`src/radix_to_base36_converter_defines.svh`:
```
// Assertion macros shared by the radix to base-36 converter RTL.
`ifndef RADIX_TO_BASE36_CONVERTER_DEFINES_SVH
`define RADIX_TO_BASE36_CONVERTER_DEFINES_SVH

// Property checked on every rising clock edge outside reset.
`define RB36_ASSERT(lbl, prop, msg) \
  lbl: assert property (@(posedge clk_i) disable iff (!rst_ni) (prop)) else $error(msg);

// Condition that must never be seen outside reset.
`define RB36_ASSERT_NEVER(lbl, expr, msg) \
  lbl: assert property (@(posedge clk_i) disable iff (!rst_ni) !(expr)) else $error(msg);

`endif

```
`src/rb36_pkg.sv`:
```
// Types, constants and helper functions of the radix to base-36 converter.
`default_nettype none

package rb36_pkg;

  localparam int unsigned MaxDigits = 7;
  localparam int unsigned CntW      = $clog2(MaxDigits + 1);
  localparam int unsigned IdxW      = $clog2(MaxDigits);

  localparam logic [7:0]  AsciiZero    = 8'd48;
  localparam logic [7:0]  LetterOffset = 8'd87;
  localparam logic [7:0]  AsciiLowerA  = 8'd97;
  localparam logic [7:0]  AsciiUpperA  = 8'd65;
  localparam logic [7:0]  AsciiUpperZ  = 8'd90;
  localparam logic [7:0]  CaseShift    = 8'd32;
  localparam logic [31:0] Div9Magic    = 32'h38E3_8E39;

  typedef enum logic [1:0] {
    MODE_BIN = 2'd0,
    MODE_OCT = 2'd1,
    MODE_DEC = 2'd2,
    MODE_HEX = 2'd3
  } mode_e;

  typedef enum logic [1:0] {
    ST_ACCUM,
    ST_DIV_MUL,
    ST_DIV_REM,
    ST_EMIT
  } state_e;

  typedef struct packed {
    logic [7:0] char_code;
    mode_e      mode;
    logic       last_char;
  } in_req_t;

  typedef struct packed {
    logic [6:0] digit_code;
    logic       last_digit;
  } out_req_t;

  function automatic logic [31:0] digit_value(input logic [7:0] code, input mode_e mode);
    logic [7:0] low;
    low = code;
    if (low >= AsciiUpperA && low <= AsciiUpperZ) begin
      low = low + CaseShift;
    end
    if (mode == MODE_HEX && low >= AsciiLowerA) begin
      return {24'd0, low - LetterOffset};
    end
    return {24'd0, code} - {24'd0, AsciiZero};
  endfunction

  function automatic logic [6:0] digit_ascii(input logic [5:0] d);
    logic [7:0] c;
    if (d < 6'd10) begin
      c = {2'b00, d} + AsciiZero;
    end else begin
      c = {2'b00, d} + LetterOffset;
    end
    return c[6:0];
  endfunction

endpackage

`default_nettype wire

```
`src/rb36_div36.sv`:
```
// Shared divide-by-36 unit: registered reciprocal multiply, then quotient and remainder.
`default_nettype none

module rb36_div36 (
  input  wire logic        clk_i,
  input  wire logic [31:0] a_i,
  output logic [26:0]      q_o,
  output logic [5:0]       r_o
);
  import rb36_pkg::*;

  logic [63:0] prod_d, prod_q;
  logic [31:0] qx36;
  logic [31:0] rem;

  assign prod_d = 64'(a_i) * 64'(Div9Magic);

  always_ff @(posedge clk_i) begin
    prod_q <= prod_d;
  end

  // floor(a/9) = prod >> 33, floor(a/36) = prod >> 35
  assign q_o  = prod_q[61:35];
  assign qx36 = {q_o, 5'd0} + {3'd0, q_o, 2'd0};
  assign rem  = a_i - qx36;
  assign r_o  = rem[5:0];

endmodule

`default_nettype wire

```
`src/radix_to_base36_converter.sv`:
```
// Top level of the radix to base-36 converter: accumulator, digit stack and sequencer.
//
// Input channel (in_valid_i/in_ready_o/in_req_i): one ASCII digit character per
// request, most significant first, with its radix mode and a last-character flag.
// Each character is folded into a 32-bit accumulator (value*radix+digit, wrapping)
// in the cycle it is accepted, so digits stream in at one per cycle while in_ready_o is high.
// On the last character the block drops in_ready_o and converts the value with a
// shared divide-by-36 unit, one base-36 digit at a time (registered reciprocal
// multiply, then remainder); up to seven digits are pushed on a small stack.
// Output channel (out_valid_o/out_ready_i/out_req_o): the digits are then popped
// most significant first as ASCII '0'-'9','a'-'z', last_digit set on the final one.
// A zero value gives the single digit '0'.
// When the receiver stalls, the current digit holds and no new input is taken.
// After the final digit is accepted the accumulator is zero and input resumes.
// Reset (rst_ni low, asynchronous) clears the accumulator and returns to input.
`default_nettype none

module radix_to_base36_converter (
  input  wire logic              clk_i,
  input  wire logic              rst_ni,
  input  wire logic              in_valid_i,
  output logic                   in_ready_o,
  input  wire rb36_pkg::in_req_t in_req_i,
  output logic                   out_valid_o,
  input  wire logic              out_ready_i,
  output rb36_pkg::out_req_t     out_req_o
);
  import rb36_pkg::*;

  state_e            state_d, state_q;
  logic [31:0]       acc_d, acc_q;
  logic [CntW-1:0]   cnt_d, cnt_q;
  logic [5:0]        digit_q [MaxDigits];
  logic [31:0]       acc_scaled;
  logic [26:0]       div_q;
  logic [5:0]        div_r;
  logic              in_fire, out_fire;
  logic [CntW-1:0]   top_idx;

  rb36_div36 u_div (
    .clk_i (clk_i),
    .a_i   (acc_q),
    .q_o   (div_q),
    .r_o   (div_r)
  );

  assign in_fire  = in_valid_i && in_ready_o;
  assign out_fire = out_valid_o && out_ready_i;
  assign top_idx  = cnt_q - CntW'(1);

  always_comb begin
    case (in_req_i.mode)
      MODE_BIN: acc_scaled = {acc_q[30:0], 1'b0};
      MODE_OCT: acc_scaled = {acc_q[28:0], 3'd0};
      MODE_DEC: acc_scaled = {acc_q[28:0], 3'd0} + {acc_q[30:0], 1'b0};
      MODE_HEX: acc_scaled = {acc_q[27:0], 4'd0};
      default:  acc_scaled = acc_q;
    endcase
  end

  // next state
  always_comb begin
    state_d = state_q;
    case (state_q)
      ST_ACCUM: begin
        if (in_fire && in_req_i.last_char) begin
          state_d = ST_DIV_MUL;
        end
      end
      ST_DIV_MUL: state_d = ST_DIV_REM;
      ST_DIV_REM: begin
        state_d = (div_q == 27'd0) ? ST_EMIT : ST_DIV_MUL;
      end
      ST_EMIT: begin
        if (out_fire && cnt_q == CntW'(1)) begin
          state_d = ST_ACCUM;
        end
      end
      default: state_d = ST_ACCUM;
    endcase
  end

  // outputs and datapath control
  always_comb begin
    in_ready_o  = 1'b0;
    out_valid_o = 1'b0;
    acc_d       = acc_q;
    cnt_d       = cnt_q;
    case (state_q)
      ST_ACCUM: begin
        in_ready_o = 1'b1;
        if (in_fire) begin
          acc_d = acc_scaled + digit_value(in_req_i.char_code, in_req_i.mode);
        end
      end
      ST_DIV_MUL: ;
      ST_DIV_REM: begin
        acc_d = {5'd0, div_q};
        cnt_d = cnt_q + CntW'(1);
      end
      ST_EMIT: begin
        out_valid_o = 1'b1;
        if (out_fire) begin
          cnt_d = top_idx;
        end
      end
      default: ;
    endcase
  end

  assign out_req_o.digit_code = digit_ascii(digit_q[top_idx[IdxW-1:0]]);
  assign out_req_o.last_digit = (cnt_q == CntW'(1));

  always_ff @(posedge clk_i or negedge rst_ni) begin
    if (!rst_ni) begin
      state_q <= ST_ACCUM;
      acc_q   <= '0;
      cnt_q   <= '0;
    end else begin
      state_q <= state_d;
      acc_q   <= acc_d;
      cnt_q   <= cnt_d;
    end
  end

  always_ff @(posedge clk_i) begin
    if (state_q == ST_DIV_REM) begin
      digit_q[cnt_q[IdxW-1:0]] <= div_r;
    end
  end

`include "radix_to_base36_converter_defines.svh"

  `RB36_ASSERT_NEVER(a_ready_and_valid, in_ready_o && out_valid_o, "input and output active together")
  `RB36_ASSERT(a_cnt_range, cnt_q <= CntW'(MaxDigits), "digit count beyond seven")
  `RB36_ASSERT(a_last_starts_div, (in_fire && in_req_i.last_char) |=> (state_q == ST_DIV_MUL), "last character did not start conversion")
  `RB36_ASSERT(a_done_clears, (out_fire && out_req_o.last_digit) |=> (state_q == ST_ACCUM && acc_q == 32'd0), "accumulator not cleared after number")

endmodule

`default_nettype wire

```
`config.mk`:
```
export PLATFORM = sky130hd
export DESIGN_NAME = radix_to_base36_converter
export DESIGN_NICKNAME = d
export VERILOG_FILES = /design/src/rb36_pkg.sv /design/src/rb36_div36.sv /design/src/radix_to_base36_converter.sv
export VERILOG_INCLUDE_DIRS = /design/src /design/src/src
export SDC_FILE = /design/constraint.sdc
export NUM_CORES = 1
export LEC_CHECK = 0
export BUFFER_PORTS_ARGS = -buffer_cell sky130_fd_sc_hd__clkbuf_2
export CELL_PAD_IN_SITES_DETAIL_PLACEMENT = 0
export CELL_PAD_IN_SITES_GLOBAL_PLACEMENT = 1
export CORE_MARGIN = 1.5
export CORE_UTILIZATION = 30
export DETAILED_ROUTE_END_ITERATION = 10
export GPL_ROUTABILITY_DRIVEN = 0
export PLACE_DENSITY = 0.49
export SYNTH_ARGS = -nofsm -noshare
export SYNTH_HDL_FRONTEND = slang
export SYNTH_HIERARCHICAL = 1
export SYNTH_SLANG_ARGS = --single-unit
```
`constraint.sdc`:
```
create_clock -name clk_i -period 8 [get_ports clk_i]
set_clock_uncertainty 0.05 [all_clocks]
set_input_delay 0.8 -clock clk_i [delete_from_list [all_inputs] [get_ports clk_i]]
set_output_delay 0.8 -clock clk_i [all_outputs]
set_load 0.02 [all_outputs]
```
==> impl_metrics.yaml <==
critical_path:
  cpMaxStageDelayCell: "dfrtp_1"
  cp-endpoint: "u_div/prod_q[58]"
  r2r-start: "acc_q[18]"
  cp-end-kind: "register"
  reg2regPathDepth: 22
  path_buf_inv: 4
  slowest_delay_ns: 0.73
  cpMostUsedCell: "fa_1"
  crit_fanout: 10
  worst_ep_arrival_time_ns: 7.85
  startpoint_type: "register"
  r2r_slack_ns: 0.38
  cp.depth: 22
  crit_type: "reg -> reg"
  worstPathCellList: "fa_1, ha_1, fa_1, inv_1, fa_1, inv_1, fa_1, inv_1, fa_1, inv_1, fa_1, ha_1, ha_1, nand2_1, nor4_1, nand4_1, and4b_1, o31ai_4, o211ai_1, a21oi_2, a21boi_0, xnor2_1"
  cp-startpoint: "acc_q[18]"
  crit_family: "adder cells"
  required_ns: 8.23
  worstReg2RegEnd: "u_div/prod_q[58]"
routing:
  m1WireLength_mm: 31.4
  routed.top_layer: "met4"
  wl_met3_mm: 1.86
  first_pass_iters: 7
  post_drt_wl_per_cell_um: 22.0
  ant_nets: 0
  viasPerCell: 5.11
  wl_met2_mm: 31.2
  drc: 0
  drt-total-wl_mm: 65.7
  initialDrtViolationCount: 858
  dr_total_vias: 15274
yosys:
  synth_edf_count: 42
  yosys_warnings: 6
  ys.flop_type: "edfxtp_1"
  netlist-cell-type-count: 83
  avgSynthCellArea_um2: 9.98
  syn-cell-area_um2: 20700
  ys_async_sr_fraction_pct: 34.9
  synth-seq-cells: 106
  ys_seq_area_share_pct: 13.2
  syn_nets: 2748
  syn_inst: 2077
final_layout:
  antenna_cells: 0
  drive_gt1_share_pct: 6.17
  layout.cells.most_common: "ha_1"
  final_cell_mix: "403 x ha_1, 332 x inv_1, 253 x fa_1"
  final_area_um2: 22300
  area_delta_synth_final_pct: 7.78
  nNetsFinal: 2773
timing:
  slew_headroom_pct: 21.1
  fin_crit_sh_pct: 95.2
  worstMarginPinSlew_ns: 1.18
  drv_slew: 0
  rsz0062_at_grt: "no"
  fmax_mhz: 131
  setup_viol: 0
  hold_viol_final: 0
  fin_crit_ns: 7.62
  tns_ns: 0
die:
  start_util_pct: 30.3
  die_area_um2: 70700
  core_um2: 68500
  die_w_um: 266
  io_pins: 25
  die_y_um: 266
  rows: 96
global_route:
  grt_pass1_vias: 16164
  grt_pass1_wl_mm: 101
  grt_max_degree: 50
  grt_overflow: 0
  grtUsageTotal_pct: 19.1
  antenna_found_initial: 0
run:
  maxCapViolations: 0
clock_tree:
  post_cts_buffers: 0
  cts_tree: "yes"
  cts_sinks: 106
  htree_num_levels: 3
  cts_resized: 0
  clockBufferDepth: 2
  cts_hold_buf: 0
  cts-root-buf: "clkbuf_16"
  clkLatencyLatePin_ns: 0.39
  cts_buffers: 9
  cts.clk_slew.worst_paths_ns: 0.09
placed_design:
  dpl.hpwl_mm: 57.1
  portBuffers: 24
  dpl-instance-area_um2: 22000
outcome:
  outcome: "finished, final reports clean"
worst_hold_path:
  hp-class: "in -> async"
per-layer routing:
layer / GRT usage, % / vias to the layer above
met5: 0 / -
met1: 27.0 / 7715
li1: - / 7282
met4: 3.89 / 0
met2: 31.6 / 235
met3: 1.88 / 42
worst min path at each step:
stage                     start          to  slack [ns]  cells past startpoint
2_1_floorplan  u_div/prod_q[60]   acc_q[25]        0.42                      2
3_3_place_gp   u_div/prod_q[59]   acc_q[24]        0.45                      2
3_5_place_dp   u_div/prod_q[59]   acc_q[24]        0.45                      2
4_1_cts                  rst_ni    cnt_q[2]        0.47                      2
5_1_grt                  rst_ni    cnt_q[2]        0.48                      2
6_report                 rst_ni  state_q[0]        0.44                      2
cell usage after synthesis (6+ instances only):
cell type,instances,area (um2)
a211o_1,10,87.6
a211oi_1,18,135
a21o_1,49,368
a21oi_1,120,601
a221o_1,7,70.1
a22oi_1,27,203
a31oi_1,15,93.8
and2_1,14,87.6
and3_1,13,81.3
and4_1,6,52.6
clkbuf_1,36,135
dfrtp_1,37,926
dfxtp_1,27,541
edfxtp_1,42,1260
fa_1,253,5060
ha_1,403,5040
inv_1,332,1250
mux2i_1,21,210
mux4_2,23,518
nand2_1,89,334
nand2b_1,18,113
nand3_1,27,135
nand4_1,23,144
nor2_1,63,236
nor2b_1,19,119
nor3_1,25,125
nor4_1,16,100
o211ai_1,10,75.1
o21a_1,9,67.6
o21ai_0,69,345
o21bai_1,8,60.1
o221ai_1,7,61.3
o31ai_1,6,45.0
or2_2,8,50.1
xnor2_1,68,596
xor2_1,64,561
stage by stage:
step           hold slack, ns  util (%)  setup slack (ns)  std cells
2_1_floorplan           0.421         -              1.24       2077
3_3_place_gp            0.449      32.2             0.433       2973
3_5_place_dp            0.448      32.2             0.351       2973
4_1_cts                 0.468      32.6             0.362       2989
5_1_grt                 0.479      32.6            0.0741       2989
6_report                0.440      32.6             0.382       2989
layout make-up:
type,count,area (um2)
Inverter,332,1250
Tap cell,882,1100
Fill cell,7108,46100
Timing Repair Buffer,58,375
Clock inverter,7,76.3
Clock buffer,9,225
Multi-Input combinational cell,1595,16600
Sequential cell,106,2730
worst register-to-register path, stage by stage (launching register included):
cell,delay [ns]
dfrtp_1,0.73
fa_1,0.55
ha_1,0.38
fa_1,0.56
inv_1,0.07
fa_1,0.54
inv_1,0.07
fa_1,0.51
inv_1,0.05
fa_1,0.47
inv_1,0.05
fa_1,0.47
ha_1,0.31
ha_1,0.39
nand2_1,0.11
nor4_1,0.39
nand4_1,0.21
and4b_1,0.36
o31ai_4,0.51
o211ai_1,0.21
a21oi_2,0.24
a21boi_0,0.15
xnor2_1,0.15
flip-flops by register name (all words and copies together), names as in the netlist:
signal and count:
acc_q 32, state_q 2, digit_q 42, u_div/prod_q 27
cnt_q 3
cell families (layout without fill, tap and decap cells):
family	Yosys count	in the layout	synth area share (%)
simple gates	337	337	8.24
buf+inv	376	406	6.87
compound gates	424	424	13.8
xor+xnor	132	132	5.58
mux	46	46	3.62
flops	106	106	13.2
fa+ha+maj	656	656	48.7
Power is not shown: default switching activity piles up to over one toggle a cycle in this logic, so the estimate is an artifact.
